$ cat config.mk
export PLATFORM = sky130hd
export DESIGN_NAME = ps2_mouse_packet_event_decoder
export DESIGN_NICKNAME = d
export VERILOG_FILES = /design/src/rtl/core/pmd_pkg.sv /design/src/rtl/core/pmd_front.sv /design/src/rtl/core/pmd_queue.sv /design/src/rtl/core/pmd_back.sv /design/src/rtl/core/ps2_mouse_packet_event_decoder.sv
export SDC_FILE = /design/constraint.sdc
export NUM_CORES = 1
export LEC_CHECK = 0
export ABC_AREA = 1
export BUFFER_PORTS_ARGS = -buffer_cell sky130_fd_sc_hd__buf_2
export CAP_MARGIN = 10
export CORE_ASPECT_RATIO = 1.4
export CORE_MARGIN = 1.5
export CORE_UTILIZATION = 35
export CTS_CLUSTER_DIAMETER = 30
export DETAILED_ROUTE_END_ITERATION = 12
export SETUP_SLACK_MARGIN = 0.1
export SYNTH_ARGS = -nofsm -noshare
export SYNTH_HDL_FRONTEND = slang
export SYNTH_SLANG_ARGS = --single-unit
$ cat constraint.sdc
create_clock -name clk -period 3.4 [get_ports clk]
set_input_delay 0.34 -clock clk [delete_from_list [all_inputs] [get_ports clk]]
set_output_delay 0.34 -clock clk [all_outputs]
set_load 0.02 [all_outputs]
$ cat src/rtl/core/pmd_pkg.sv
// shared types and constants for the mouse packet event decoder
`timescale 1ns / 1ps

package pmd_pkg;

    localparam logic [7:0] SYNC_BIT    = 8'h08;
    localparam logic [2:0] BUTTON_BITS = 3'h7;
    localparam int         QUEUE_DEPTH = 2;

    typedef enum logic [1:0]
    {
        KIND_RELEASE = 2'd0,
        KIND_PRESS   = 2'd1,
        KIND_MOTION  = 2'd2
    } event_kind_t;

    typedef struct packed
    {
        logic [2:0]  buttons;
        logic [2:0]  changed;
        logic        motion;
        logic [7:0]  dx;
        logic [7:0]  dy;
        logic [31:0] time_ms;
    } packet_t;

endpackage

$ cat src/rtl/core/pmd_front.sv
// byte assembly and packet classification
`timescale 1ns / 1ps

module pmd_front
    import pmd_pkg::*;
(
    input  logic        clk,
    input  logic        rst_n,
    input  logic        in_valid,
    output logic        in_stall,
    input  logic [7:0]  data_byte,
    input  logic [31:0] timestamp_ms,
    input  logic        q_full,
    output logic        q_push,
    output packet_t     q_push_data
);

    typedef enum logic [1:0]
    {
        PH_FIRST  = 2'd0,
        PH_SECOND = 2'd1,
        PH_THIRD  = 2'd2
    } phase_t;

    phase_t     phase_reg, phase_next;
    logic [7:0] first_reg, first_next;
    logic [7:0] second_reg, second_next;
    logic [2:0] prior_reg, prior_next;
    logic       accept;
    logic [2:0] buttons;
    logic [2:0] changed;
    logic       motion;

    assign in_stall = q_full;
    assign accept   = in_valid && !in_stall;
    assign buttons  = first_reg[2:0] & BUTTON_BITS;
    assign changed  = (buttons ^ prior_reg) & BUTTON_BITS;
    assign motion   = (second_reg != 8'd0) || (data_byte != 8'd0);

    always_comb
    begin
        phase_next  = phase_reg;
        first_next  = first_reg;
        second_next = second_reg;
        prior_next  = prior_reg;
        q_push      = 1'b0;
        q_push_data.buttons = buttons;
        q_push_data.changed = changed;
        q_push_data.motion  = motion;
        q_push_data.dx      = second_reg;
        q_push_data.dy      = data_byte;
        q_push_data.time_ms = timestamp_ms;
        if (accept)
        begin
            case (phase_reg)
                PH_FIRST:
                begin
                    if ((data_byte & SYNC_BIT) != 8'd0)
                    begin
                        first_next = data_byte;
                        phase_next = PH_SECOND;
                    end
                end
                PH_SECOND:
                begin
                    second_next = data_byte;
                    phase_next  = PH_THIRD;
                end
                default:
                begin
                    phase_next = PH_FIRST;
                    prior_next = buttons;
                    q_push     = (changed != 3'd0) || motion;
                end
            endcase
        end
    end

    always_ff @(posedge clk or negedge rst_n)
    begin
        if (!rst_n)
        begin
            phase_reg  <= PH_FIRST;
            first_reg  <= 8'd0;
            second_reg <= 8'd0;
            prior_reg  <= 3'd0;
        end
        else
        begin
            phase_reg  <= phase_next;
            first_reg  <= first_next;
            second_reg <= second_next;
            prior_reg  <= prior_next;
        end
    end

endmodule

$ cat src/rtl/core/pmd_queue.sv
// short packet queue between front and back
`timescale 1ns / 1ps

module pmd_queue
    import pmd_pkg::*;
#(
    parameter int DEPTH = QUEUE_DEPTH
)
(
    input  logic    clk,
    input  logic    rst_n,
    input  logic    push,
    input  packet_t push_data,
    output logic    full,
    input  logic    pop,
    output packet_t pop_data,
    output logic    empty
);

    localparam int PW = (DEPTH > 1) ? $clog2(DEPTH) : 1;
    localparam int CW = $clog2(DEPTH + 1);
    localparam logic [PW-1:0] LAST_PTR = PW'(DEPTH - 1);
    localparam logic [CW-1:0] FULL_CNT = CW'(DEPTH);

    packet_t        slots [DEPTH];
    logic [PW-1:0]  wr_ptr_reg, wr_ptr_next;
    logic [PW-1:0]  rd_ptr_reg, rd_ptr_next;
    logic [CW-1:0]  count_reg, count_next;
    logic           do_push;
    logic           do_pop;

    assign full     = (count_reg == FULL_CNT);
    assign empty    = (count_reg == '0);
    assign do_push  = push && !full;
    assign do_pop   = pop && !empty;
    assign pop_data = slots[rd_ptr_reg];

    always_comb
    begin
        wr_ptr_next = wr_ptr_reg;
        rd_ptr_next = rd_ptr_reg;
        count_next  = count_reg;
        if (do_push)
        begin
            wr_ptr_next = (wr_ptr_reg == LAST_PTR) ? '0 : wr_ptr_reg + 1'b1;
        end
        if (do_pop)
        begin
            rd_ptr_next = (rd_ptr_reg == LAST_PTR) ? '0 : rd_ptr_reg + 1'b1;
        end
        if (do_push && !do_pop)
        begin
            count_next = count_reg + 1'b1;
        end
        else if (do_pop && !do_push)
        begin
            count_next = count_reg - 1'b1;
        end
    end

    always_ff @(posedge clk or negedge rst_n)
    begin
        if (!rst_n)
        begin
            wr_ptr_reg <= '0;
            rd_ptr_reg <= '0;
            count_reg  <= '0;
        end
        else
        begin
            wr_ptr_reg <= wr_ptr_next;
            rd_ptr_reg <= rd_ptr_next;
            count_reg  <= count_next;
        end
    end

    always_ff @(posedge clk)
    begin
        if (do_push)
        begin
            slots[wr_ptr_reg] <= push_data;
        end
    end

endmodule

$ cat src/rtl/core/pmd_back.sv
// event expansion and output register
`timescale 1ns / 1ps

module pmd_back
    import pmd_pkg::*;
(
    input  logic              clk,
    input  logic              rst_n,
    input  logic              q_empty,
    input  packet_t           q_pop_data,
    output logic              q_pop,
    output logic              out_valid,
    input  logic              out_stall,
    output logic [1:0]        event_kind,
    output logic [2:0]        button_mask,
    output logic signed [7:0] delta_x,
    output logic signed [7:0] delta_y,
    output logic [31:0]       event_time_ms,
    output logic              last_of_run
);

    packet_t     rec_reg, rec_next;
    logic        busy_reg, busy_next;
    logic [3:0]  pend_reg, pend_next;
    logic        out_valid_reg, out_valid_next;
    logic [1:0]  kind_reg;
    logic [2:0]  mask_reg;
    logic [7:0]  dx_reg;
    logic [7:0]  dy_reg;
    logic [31:0] time_reg;
    logic        last_reg;
    logic        ready_out;
    logic        adv;
    logic [3:0]  sel;
    logic [3:0]  pend_left;
    logic        finishing;
    event_kind_t kind_sel;

    assign ready_out = !out_valid_reg || !out_stall;
    assign adv       = busy_reg && ready_out;

    // lowest pending first: left, right, middle, then motion
    always_comb
    begin
        if (pend_reg[0])
        begin
            sel = 4'b0001;
        end
        else if (pend_reg[1])
        begin
            sel = 4'b0010;
        end
        else if (pend_reg[2])
        begin
            sel = 4'b0100;
        end
        else
        begin
            sel = 4'b1000;
        end
    end

    assign pend_left = pend_reg & ~sel;
    assign finishing = adv && (pend_left == 4'd0);
    assign q_pop     = !q_empty && (!busy_reg || finishing);

    always_comb
    begin
        if (sel[3])
        begin
            kind_sel = KIND_MOTION;
        end
        else if ((rec_reg.buttons & sel[2:0]) != 3'd0)
        begin
            kind_sel = KIND_PRESS;
        end
        else
        begin
            kind_sel = KIND_RELEASE;
        end
    end

    always_comb
    begin
        rec_next  = rec_reg;
        busy_next = busy_reg;
        pend_next = pend_reg;
        if (adv)
        begin
            pend_next = pend_left;
        end
        if (finishing)
        begin
            busy_next = 1'b0;
        end
        if (q_pop)
        begin
            rec_next  = q_pop_data;
            busy_next = 1'b1;
            pend_next = {q_pop_data.motion, q_pop_data.changed};
        end
        if (adv)
        begin
            out_valid_next = 1'b1;
        end
        else if (ready_out)
        begin
            out_valid_next = 1'b0;
        end
        else
        begin
            out_valid_next = out_valid_reg;
        end
    end

    always_ff @(posedge clk or negedge rst_n)
    begin
        if (!rst_n)
        begin
            busy_reg      <= 1'b0;
            pend_reg      <= 4'd0;
            out_valid_reg <= 1'b0;
        end
        else
        begin
            busy_reg      <= busy_next;
            pend_reg      <= pend_next;
            out_valid_reg <= out_valid_next;
        end
    end

    always_ff @(posedge clk)
    begin
        rec_reg <= rec_next;
        if (adv)
        begin
            kind_reg <= kind_sel;
            mask_reg <= sel[3] ? 3'd0 : sel[2:0];
            dx_reg   <= sel[3] ? rec_reg.dx : 8'd0;
            dy_reg   <= sel[3] ? rec_reg.dy : 8'd0;
            time_reg <= rec_reg.time_ms;
            last_reg <= (pend_left == 4'd0);
        end
    end

    assign out_valid     = out_valid_reg;
    assign event_kind    = kind_reg;
    assign button_mask   = mask_reg;
    assign delta_x       = signed'(dx_reg);
    assign delta_y       = signed'(dy_reg);
    assign event_time_ms = time_reg;
    assign last_of_run   = last_reg;

endmodule

$ cat src/rtl/core/ps2_mouse_packet_event_decoder.sv
// top level of the mouse packet event decoder
// a packet's first event goes from the queue through the record register to the output register
// throughput: one byte per cycle in and one event per cycle out while not stalled; a packet gives up to four events
// input stalls only while the packet queue between the byte front end and event back end is full
// reset: asynchronous, clears byte phase, stored bytes, button state, queue and output valid
`timescale 1ns / 1ps

module ps2_mouse_packet_event_decoder
    import pmd_pkg::*;
#(
    parameter int QUEUE_DEPTH_P = QUEUE_DEPTH
)
(
    input  logic              clk,
    input  logic              rst_n,
    input  logic              in_valid,
    output logic              in_stall,
    input  logic [7:0]        data_byte,
    input  logic [31:0]       timestamp_ms,
    output logic              out_valid,
    input  logic              out_stall,
    output logic [1:0]        event_kind,
    output logic [2:0]        button_mask,
    output logic signed [7:0] delta_x,
    output logic signed [7:0] delta_y,
    output logic [31:0]       event_time_ms,
    output logic              last_of_run
);

    packet_t push_data;
    packet_t pop_data;
    logic    q_push;
    logic    q_pop;
    logic    q_full;
    logic    q_empty;

    pmd_front u_front
    (
        .clk          (clk),
        .rst_n        (rst_n),
        .in_valid     (in_valid),
        .in_stall     (in_stall),
        .data_byte    (data_byte),
        .timestamp_ms (timestamp_ms),
        .q_full       (q_full),
        .q_push       (q_push),
        .q_push_data  (push_data)
    );

    pmd_queue #(
        .DEPTH (QUEUE_DEPTH_P)
    ) u_queue
    (
        .clk       (clk),
        .rst_n     (rst_n),
        .push      (q_push),
        .push_data (push_data),
        .full      (q_full),
        .pop       (q_pop),
        .pop_data  (pop_data),
        .empty     (q_empty)
    );

    pmd_back u_back
    (
        .clk           (clk),
        .rst_n         (rst_n),
        .q_empty       (q_empty),
        .q_pop_data    (pop_data),
        .q_pop         (q_pop),
        .out_valid     (out_valid),
        .out_stall     (out_stall),
        .event_kind    (event_kind),
        .button_mask   (button_mask),
        .delta_x       (delta_x),
        .delta_y       (delta_y),
        .event_time_ms (event_time_ms),
        .last_of_run   (last_of_run)
    );

endmodule
==> summary.txt, run 1 <==
GRT
  • Grt total ovfl: 0
  • GRT Util Overall: between 10% and 20%
  • Number of global-route vias before repair: ~4,600
  • Largest net degree at the start of global routing: between 50 and 60
  • First-pass GRT wire length: around 23,000 um
  • Initial antenna violation count: 0

Pwr
  • Sw power: roughly 3.2 mW
  • Power Dens Cells: a little under 1000 mW/mm^2
  • Max IR drop VDD: between 0.4 and 0.5 mV
  • Clock network power share: between 30% and 40%
  • Leakage: around 4.4 nW
  • Pint: about 7.2 mW
  • Switch share: ~31%
  • Flop pwr share: a little under half
  • Combinational share of power: 23.1%

STA
  • Setup violators final: 0
  • Setup TNS: 0 ps
  • Final worst-path cycle share: around two thirds
  • Pins over their slew limit: 0
  • Final Hold Vio Count: 0
  • Clk_skew: 9.86 ps
  • Max-slew headroom: about a third
  • Slew @ Worst Pin: approximately 1000 ps
  • Minimum clock period: 2280 ps
  • RSZ-0062 raised after global routing: false
  • Peak Freq: between 400 and 500 MHz

Final layout
  • Area delta synth->final: 25.8%
  • Fin util: approximately 45%
  • Multi-input combinational cell area: between 0.001 and 0.0015 mm^2
  • Register area: roughly 0.007 mm^2
  • Share of post-route cells with drive strength above 1: 23.0%
  • Final net count: just under 800
  • Max reg flops: 110
  • Fill cells: 2,092
  • Post-Layout Inst Area: roughly 0.011 mm^2
  • ANT cells: 0

Floorplan
  • Die Y-Extent: about 190 um
  • Starting Density: between 30% and 40%
  • Die width: 135 um
  • Site Rows: 67
  • IO Count: 100
  • Placeable core area: roughly 0.024 mm^2
  • DIE AREA: between 0.02 and 0.03 mm^2

Route
  • Antenna-violating nets left: 0
  • DR WL/cell: around 14 um
  • Via/cell ratio: 4.27
  • Initial DRC count: approximately 220
  • DR pass1 iterations: 4
  • Via Count: around 4,600
  • Routed WL: about 15,000 um
  • DRC: 0

Run
  • MaxCap Viol Count: 0

Worst setup path
  • Max FO, Critical Path: 26
  • CP endpoint kind: register
  • CP Cell Sequence: nor2_4, nand2_4, nand2_4, nand3_2, nand2_2, nand2_4, inv_2, buf_4
  • Crit-path slowest cell: inv_2
  • Cell family with most CP delay: buffers and inverters
  • Critical Path AT: 2490 ps
  • Worst EP required: approximately 3600 ps
  • CP startpoint kind: register
  • Most common cell on crit path: nand2_4
  • Worst R2R Setup Slack: 1120 ps
  • Slowest Stage Delay on Critical Path: about 460 ps
  • Worst r2r dst: u_back.rec_reg[22]$_DFFE_PP_
  • Worst Path Buf+Inv: 2
  • WS Path Type: reg -> reg
  • Reg2reg path depth: 8
  • Reg2Reg Launch Point: u_back.pend_reg[0]$_DFFE_PN0P_

Clock network
  • Clk_lat worst skew: 530 ps
  • Post-CTS sizing: 0
  • TritonCTS clock tree: yes
  • H-Tree Depth: 1
  • CTS root buf: clkbuf_16
  • TritonCTS Buffers: 30
  • CTS clock-pin slew for the worst setup and hold paths: roughly 60 ps
  • Clock buffer depth: 3
  • CTS Sinks: approximately 240

Yosys
  • Post-Synth Adder-Cell Area: 0.146%
  • Most common cell in the netlist: edfxtp_1
  • Main combinational cell family by area after synthesis: simple AND/OR/NAND/NOR gates
  • Post-synthesis cell count: just under 600
  • Post-synth cell types: 29
  • Post-Syn Nets: 636
  • Top cell type by total area after synthesis: edfxtp_1
  • XOR/XNOR share of the synthesized area: less than 1%
  • YS warnings: 0
  • Post-Syn Area: ~0.0086 mm^2
  • Synth async-reset ratio: approximately 11%
  • Complex-gate fraction of the synthesized area: 1.53%
  • Ys flop type: edfxtp_1
  • Sequential area share after synthesis: 82.7%
  • Number of synthesized flops with an enable pin: about 220
  • Top cells by area, synth: edfxtp_1 75%, nand2_1 8.9%, dfrtp_1 7.6%, inv_1 1.9%, nor2_1 1.2%
  • Synth Area in Simple Gates: between 10% and 20%
  • Number of synthesized register bits: between 200 and 250
  • Synth top area share: approximately three quarters
  • Avg Cell Area, Syn: around 15 um^2
  • Multiplexer share of the synthesized area: less than 1%
  • Top cells by count, synth: 215 x edfxtp_1, 205 x nand2_1, 44 x inv_1, 28 x nor2_1, 26 x dfrtp_1

Run status
  • Outcome: completed

Placed design
  • Detailed placement HPWL: ~8900 um
  • Port bufs: 99
  • Area post-placement: approximately 0.0095 mm^2
  • Final GP Congestion: ~0.7

Min path
  • Worst hold path type: in -> reg
  • Hold depth: 1
  • Worst Hold Launch: timestamp_ms[23]
  • Worst Hold Endpoint: u_queue.slots[1][23]$_DFFE_PP_
==> placed cells by master (no fill, tap or decap), types with 2 or more instances in the layout <==
cell           Yosys  routed
nor2_4             1       2
nand2_1          205     205
edfxtp_1         215     215
buf_12             0       2
nand2_4            3       3
dfrtp_1           26      25
nor2_2             2       2
o21ai_1            8       8
dlygate4sd3_1      0      30
nand2_2            3       3
inv_1             44      42
inv_6              0       2
clkinvlp_4         0       4
xnor2_1            2       2
nand3_1           12      12
o21ai_0            8       8
clkbuf_1           7       2
nor2_1            28      27
buf_4              1       4
bufinv_16          0       4
inv_2              5       7
o211ai_1           4       4
clkinv_1           0       5
clkinv_2           0       5
buf_2              3      99
clkbuf_16          0      31
==> cells by family (layout without fill, tap and decap cells) <==
| family | Yosys count | in the layout |
|---|---|---|
| multiplexers | 1 | 1 |
| AND/OR/NAND/NOR | 259 | 259 |
| XOR/XNOR | 3 | 3 |
| flip-flops | 241 | 241 |
| adder cells (fa/ha/maj) | 1 | 1 |
| AO/OA/AOI/OAI | 22 | 22 |
| buffers and inverters | 64 | 239 |
==> per-layer routing <==
layer,track usage [%],up-vias,part of all wire (%)
met5,0,-,0
met4,4.47,0,2.7
met3,1.86,32,4.3
met2,22.0,95,54
met1,13.0,2156,39
li1,-,2308,-
==> how the worst max path moves through the flow <==
stage,startpoint,end,slack (ps),cells past startpoint
2_1_floorplan,u_back.out_valid$_DFFE_PN0P_,u_back.rec_reg[0]$_DFFE_PP_,510,5
3_3_place_gp,u_back.pend_reg[0]$_DFFE_PN0P_,u_back.rec_reg[10]$_DFFE_PP_,1130,8
3_5_place_dp,u_back.pend_reg[0]$_DFFE_PN0P_,u_back.rec_reg[9]$_DFFE_PP_,1080,8
4_1_cts,u_back.pend_reg[0]$_DFFE_PN0P_,u_back.rec_reg[22]$_DFFE_PP_,1070,8
5_1_grt,u_back.pend_reg[0]$_DFFE_PN0P_,u_back.rec_reg[22]$_DFFE_PP_,940,8
6_report,u_back.pend_reg[0]$_DFFE_PN0P_,u_back.rec_reg[22]$_DFFE_PP_,1120,8
==> power groups by stage <==
stage	combinational (mW)	clock [mW]	sequential, mW
floorplan	1.25	0	5.29
finish	2.41	3.14	4.89
CTS	2.47	3.21	4.90
detailed placement	2.44	0	4.96
global route	2.71	3.34	4.98
global placement	2.40	0	4.93
==> through the flow <==
step | worst slack [ps] | total power [mW] | std cells | hold slack [ps]
4_1_cts | 1070 | 10.6 | 1076 | 1.45
3_3_place_gp | 1130 | 7.33 | 991 | 396
5_1_grt | 942 | 11.0 | 1076 | 5.09
2_1_floorplan | 512 | 6.54 | 591 | 44.4
3_5_place_dp | 1080 | 7.39 | 991 | 400
6_report | 1120 | 10.4 | 1076 | 20.8
==> cell type report <==
type                       count  share of cell area (%)
sequential                   241                    65.7
multi-input combinational    286                    11.6
timing repair buffer         135                    8.00
clock buffer                  33                    7.24
tap                          310                    3.59
clock inverter                22                    2.21
inverter                      49                    1.70
==> timing repair <==
item | in CTS | in global routing
hold buffers | 30 | 0
setup buffers | 0 | 0
setup endpoints to repair | 0 | 0
hold endpoints to repair | 84 | 0
Note: power is estimated with default switching activity, not from simulation.
==> run 2, diff against run 1 <==
==> constraint.sdc (replaced) <==
create_clock -name clk -period 2 [get_ports clk]
set_input_delay 0.2 -clock clk [delete_from_list [all_inputs] [get_ports clk]]
set_output_delay 0.2 -clock clk [all_outputs]
set_load 0.02 [all_outputs]
==> run 2 against run 1 <==
Compared with the run above: cell count grew 2.2%; critical endpoint is now u_queue.count_reg[1]$_DFFE_PN0P_; core utilization grew 1.6 points; critical path depth grew 4; clock-buffer cell count shrank 1; register-to-register slack lost 900 ps; flip-flop and latch count is the same; largest power group unchanged; wire length grew 3.4%.
==> summary.txt, run 2 (synthesized netlist as in run 1, its figures left out) <==
Run status
  • Outcome: completed

GRT
  • GRT Util Overall: about 12%
  • First-pass GRT wire length: 24,300 um
  • Initial antenna violation count: 0
  • Number of global-route vias before repair: between 4,000 and 5,000
  • Grt total ovfl: 0
  • Largest net degree at the start of global routing: 59

Pwr
  • Sw power: a little under 6 mW
  • Clock network power share: between 30% and 40%
  • Leakage: 4.53 nW
  • Max IR drop VDD: about 0.75 mV
  • Pint: roughly 13 mW
  • Flop pwr share: a little under half
  • Power Dens Cells: approximately 1600 mW/mm^2
  • Switch share: 31.4%
  • Combinational share of power: roughly a quarter

Floorplan
  • IO Count: 100
  • Die Y-Extent: about 190 um
  • Site Rows: 67
  • Die width: 135 um
  • DIE AREA: around 0.026 mm^2
  • Placeable core area: ~0.024 mm^2
  • Starting Density: between 30% and 40%

Run
  • MaxCap Viol Count: 0

Worst setup path
  • Worst Path Buf+Inv: 2
  • Worst R2R Setup Slack: 210 ps
  • Crit-path slowest cell: dfrtp_2
  • CP startpoint kind: register
  • CP endpoint kind: register
  • Reg2Reg Launch Point: u_front.first_reg[1]$_DFFE_PN0P_
  • Max FO, Critical Path: 6
  • Cell family with most CP delay: simple AND/OR/NAND/NOR gates
  • WS Path Type: reg -> reg
  • Most common cell on crit path: nand2_1
  • Slowest Stage Delay on Critical Path: approximately 440 ps
  • Worst r2r dst: u_queue.count_reg[1]$_DFFE_PN0P_
  • Worst Setup SP: u_front.first_reg[1]$_DFFE_PN0P_
  • Critical Path AT: approximately 2200 ps
  • Reg2reg path depth: 12
  • CP Cell Sequence: inv_1, nand2_1, nand2_1, nand2_1, nor2_2, nand3_2, nand2_2, inv_2, ha_4, a21oi_2, o21ai_1, xnor2_1
  • Worst EP required: around 2400 ps

STA
  • Minimum clock period: approximately 1800 ps
  • Max-slew headroom: 56.5%
  • Peak Freq: 560 MHz
  • Final Hold Vio Count: 0
  • Clk_skew: 10.7 ps
  • RSZ-0062 raised after global routing: true
  • Slew @ Worst Pin: between 600 and 700 ps
  • Final worst-path cycle share: 89.3%
  • Pins over their slew limit: 0
  • Setup violators final: 0

Final layout
  • ANT cells: 0
  • Post-Layout Inst Area: about 0.011 mm^2
  • Commonest cells after routing, fill and taps aside: 215 x edfxtp_1, 203 x nand2_1, 99 x buf_2
  • Commonest non-fill, non-tap cell in the layout: edfxtp_1
  • Share of post-route cells with drive strength above 1: between 20% and 30%
  • Final net count: slightly above 800
  • Fin util: ~47%
  • Register area: between 0.007 and 0.008 mm^2
  • Area delta synth->final: 30.2%
  • Fill cells: between 2,000 and 2,500
  • Multi-input combinational cell area: around 0.0013 mm^2
  • Max reg flops: 110

Clock network
  • TritonCTS clock tree: yes
  • CTS Sinks: 241
  • TritonCTS Buffers: 31
  • Clk_lat worst skew: 540 ps
  • CTS clock-pin slew for the worst setup and hold paths: ~60 ps
  • Clock buffer depth: 3
  • CTS root buf: clkbuf_16
  • H-Tree Depth: 1

Placed design
  • Final GP Congestion: roughly 0.75
  • Area post-placement: ~0.0097 mm^2
  • Detailed placement HPWL: around 9600 um
  • Port bufs: 99

Route
  • Routed WL: between 15,000 and 20,000 um
  • Via/cell ratio: 4.28
  • Via Count: 4,708
  • Initial DRC count: roughly 220
  • DRC: 0
  • DR pass1 iterations: 4
  • Antenna-violating nets left: 0
  • DR WL/cell: between 10 and 15 um

Min path
  • Hold depth: 4
  • Worst Hold Launch: in_valid
  • Worst Hold Endpoint: u_front.phase_reg[1]$_DFFE_PN0P_
  • Worst hold path type: in -> reg
-- run 2: worst max-delay path by stage --
stage / to / slack (ps) / cells past startpoint
global placement: u_queue.count_reg[1]$_DFFE_PN0P_ / 150 / 12
detailed placement: u_queue.count_reg[1]$_DFFE_PN0P_ / 130 / 12
finish: u_queue.count_reg[1]$_DFFE_PN0P_ / 210 / 12
CTS: u_queue.count_reg[1]$_DFFE_PN0P_ / 120 / 12
global route: u_queue.count_reg[1]$_DFFE_PN0P_ / 70 / 12
floorplan: u_queue.count_reg[1]$_DFFE_PN0P_ / -560 / 8
-- run 2: layout make-up --
class / count / share of cell area [%]
clock buffer: 32 / 7.05
clock inverter: 25 / 2.53
inverter: 49 / 1.74
multi-input combinational: 286 / 11.6
sequential: 241 / 63.5
tap: 310 / 3.47
timing repair buffer: 157 / 10.1
-- run 2: power groups by stage --
stage,registers [mW],logic (mW),clock network (mW)
2_1_floorplan,8.99,2.22,0
3_3_place_gp,8.38,4.42,0
3_5_place_dp,8.44,4.47,0
4_1_cts,8.34,4.56,5.70
5_1_grt,8.49,5.02,5.92
6_report,8.33,4.50,5.57
-- run 2: through the flow --
step                      total power, mW  worst slack (ps)  std cells  hold WS [ps]  setup TNS [ps]
after global placement               12.8               154        999           249               0
final                                18.4               215       1100          80.0               0
after global routing                 19.4              73.4       1100           144               0
after detailed placement             12.9               133        999           266               0
after CTS                            18.6               123       1098          81.0               0
after floorplan                      11.2              -562        591         -95.6          -38290
-- run 2: tightest hold or removal path, delay by kind of cell --
kind,cells,cell delay [ps]
AO/OA/AOI/OAI,1,90
AND/OR/NAND/NOR,1,80
buffers and inverters,2,200
-- run 2: per-layer routing --
metal	track usage, %	wire length (um)
met5	0	0
met4	4.55	405
met3	1.86	576
met2	22.3	8020
met1	14.0	6080
-- run 2: what timing repair did --
action | in CTS | in global routing
hold buffers | 42 | 0
endpoints found under the setup margin | 0 | 82
setup buffers | 0 | 2
gates resized for setup | 0 | 8
hold endpoints to repair | 112 | 0
==> run 3, diff against run 2 <==
==> constraint.sdc (replaced) <==
create_clock -name clk -period 2.1 [get_ports clk]
set_input_delay 0.21 -clock clk [delete_from_list [all_inputs] [get_ports clk]]
set_output_delay 0.21 -clock clk [all_outputs]
set_load 0.02 [all_outputs]
==> run 3 against run 2 <==
Compared with the run above: clock power decreased by 6.8%; cell count shrank 0.45%; clock-buffer cell count rose by 1; combinational power fell by 6.4%; worst setup slack improved by 40 ps; flip-flop and latch count unchanged; hold slack better by 22 ps; critical path type unchanged; largest cell class unchanged.
==> summary.txt, run 3 (synthesized netlist as in run 1, its figures left out) <==
Final layout
  • Area delta synth->final: 29.2%
  • Final net count: 807
  • Fin cells: between 1,000 and 1,500
  • Max reg flops: 110
  • Fin util: about 46%
  • Commonest cells after routing, fill and taps aside: 215 x edfxtp_1, 203 x nand2_1, 99 x buf_2
  • Commonest non-fill, non-tap cell in the layout: edfxtp_1
  • ANT cells: 0
  • Share of post-route cells with drive strength above 1: around a quarter
  • Fill cells: ~2,100

Min path
  • Worst hold path type: in -> reg
  • Worst Hold Endpoint: u_front.phase_reg[1]$_DFFE_PN0P_
  • Hold depth: 4
  • Worst Hold Launch: in_valid

GRT
  • Number of global-route vias before repair: around 4,800
  • Initial antenna violation count: 0
  • Largest net degree at the start of global routing: 59
  • Grt total ovfl: 0
  • GRT Util Overall: between 10% and 20%
  • First-pass GRT wire length: approximately 25,000 um

Clock network
  • Clk_lat worst skew: approximately 540 ps
  • TritonCTS Buffers: 31
  • CTS root buf: clkbuf_16
  • CTS Sinks: approximately 240
  • H-Tree Depth: 1
  • Post-CTS sizing: 0
  • TritonCTS clock tree: yes
  • CTS clock-pin slew for the worst setup and hold paths: approximately 60 ps
  • Clock buffer depth: 3

Placed design
  • Placed cells: ~1,000
  • Port bufs: 99
  • Final GP Congestion: roughly 0.73
  • Place WS: 219 ps
  • Detailed placement HPWL: 9770 um

STA
  • Setup violators final: 0
  • Slew @ Worst Pin: between 600 and 700 ps
  • Max-slew headroom: around three fifths
  • Setup TNS: 0 ps
  • Clk_skew: ~11 ps
  • Pins over their slew limit: 0
  • Final Hold Vio Count: 0
  • Final worst-path cycle share: 87.9%
  • RSZ-0062 raised after global routing: false
  • Final setup margin: between 200 and 300 ps
  • Peak Freq: 542 MHz
  • Minimum clock period: 1850 ps

Floorplan
  • Site Rows: 67
  • Starting Density: between 30% and 40%
  • IO Count: 100
  • DIE AREA: 0.0255 mm^2
  • Placeable core area: around 0.024 mm^2
  • Die Y-Extent: about 190 um
  • Die width: around 140 um

Route
  • DR WL/cell: approximately 14 um
  • DRC: 0
  • DR pass1 iterations: 6
  • Initial DRC count: 229
  • Via Count: about 4,700
  • Antenna-violating nets left: 0
  • Via/cell ratio: ~4.3
  • Routed WL: 15,300 um

Run
  • MaxCap Viol Count: 0

Pwr
  • Design Power: 17.3 mW
  • Power Dens Cells: between 1500 and 2000 mW/mm^2
  • Leakage: around 4.5 nW
  • Max IR drop VDD: 0.658 mV

Worst setup path
  • Critical Path AT: roughly 2100 ps
  • CP endpoint kind: register
  • Worst EP required: 2330 ps
  • Max FO, Critical Path: 20
  • Reg2Reg Launch Point: u_back.pend_reg[0]$_DFFE_PN0P_
  • Worst r2r dst: u_back.rec_reg[54]$_DFFE_PP_
  • Reg2reg path depth: 8
  • WS Path Type: reg -> reg
  • Worst Setup SP: u_back.pend_reg[0]$_DFFE_PN0P_
  • Worst R2R Setup Slack: around 250 ps
  • CP startpoint kind: register

Run status
  • Outcome: completed
run 3: cell types whose count changed in the layout (fill, tap and decap cells not counted), sizes merged:
cell	change
buf	-4
bufinv	-2
clkbuf	+1
clkinv	-5
clkinvlp	+2
inv	+3
run 3: how the worst max path moves through the flow:
| stage | end | slack (ps) | cells after the start |
|---|---|---|---|
| 2_1_floorplan | u_queue.count_reg[1]$_DFFE_PN0P_ | -460 | 8 |
| 3_3_place_gp | u_back.rec_reg[6]$_DFFE_PP_ | 260 | 8 |
| 3_5_place_dp | u_back.rec_reg[6]$_DFFE_PP_ | 220 | 8 |
| 4_1_cts | u_back.rec_reg[11]$_DFFE_PP_ | 220 | 8 |
| 5_1_grt | u_back.rec_reg[1]$_DFFE_PP_ | 110 | 8 |
| 6_report | u_back.rec_reg[54]$_DFFE_PP_ | 250 | 8 |
run 3: routing by layer:
layer	vias up	GRT usage, %	wire length (um)	part of all wire [%]
li1	2363	-	-	-
met1	2223	14.2	6050	40
met2	90	22.9	8250	54
met3	34	1.86	571	3.7
met4	0	4.51	380	2.5
met5	-	0	0	0
run 3: critical path, cell delays in order, from the launching register on:
cell	delay [ps]
dfrtp_1	440
nor2_4	160
nand2_4	160
nand2_4	100
nand3_2	90
nand2_4	120
nand2_4	90
inv_6	180
buf_12	200
run 3: report_power, final:
group | internal [mW] | switching, mW
Combinational | 1.30 | 2.91
Clock | 3.09 | 2.10
Sequential | 7.39 | 0.556
run 3: metrics by stage:
step / hold WS [ps] / cell area, um^2
final: 102 / 11100
after global routing: 130 / 11100
after CTS: 86.5 / 11100
after detailed placement: 263 / 9640
after global placement: 259 / 9640
after floorplan: -85.6 / 8650
run 3: area by class of cell:
cell class              instances  area (um^2)  share of cell area, %
flip-flops and latches        241         7110                   64.0
multi-input cells             286         1290                   11.6
repair buffers                153         1080                   9.73
clock buffers                  33          793                   7.14
well taps                     310          388                   3.49
clock inverters                23          260                   2.34
inverters                      49          193                   1.73
run 3: timing repair:
| item | 4_1_cts | 5_1_grt |
|---|---|---|
| setup buffers | 0 | 0 |
| endpoints found under the hold margin | 112 | 0 |
| hold buffers | 42 | 0 |
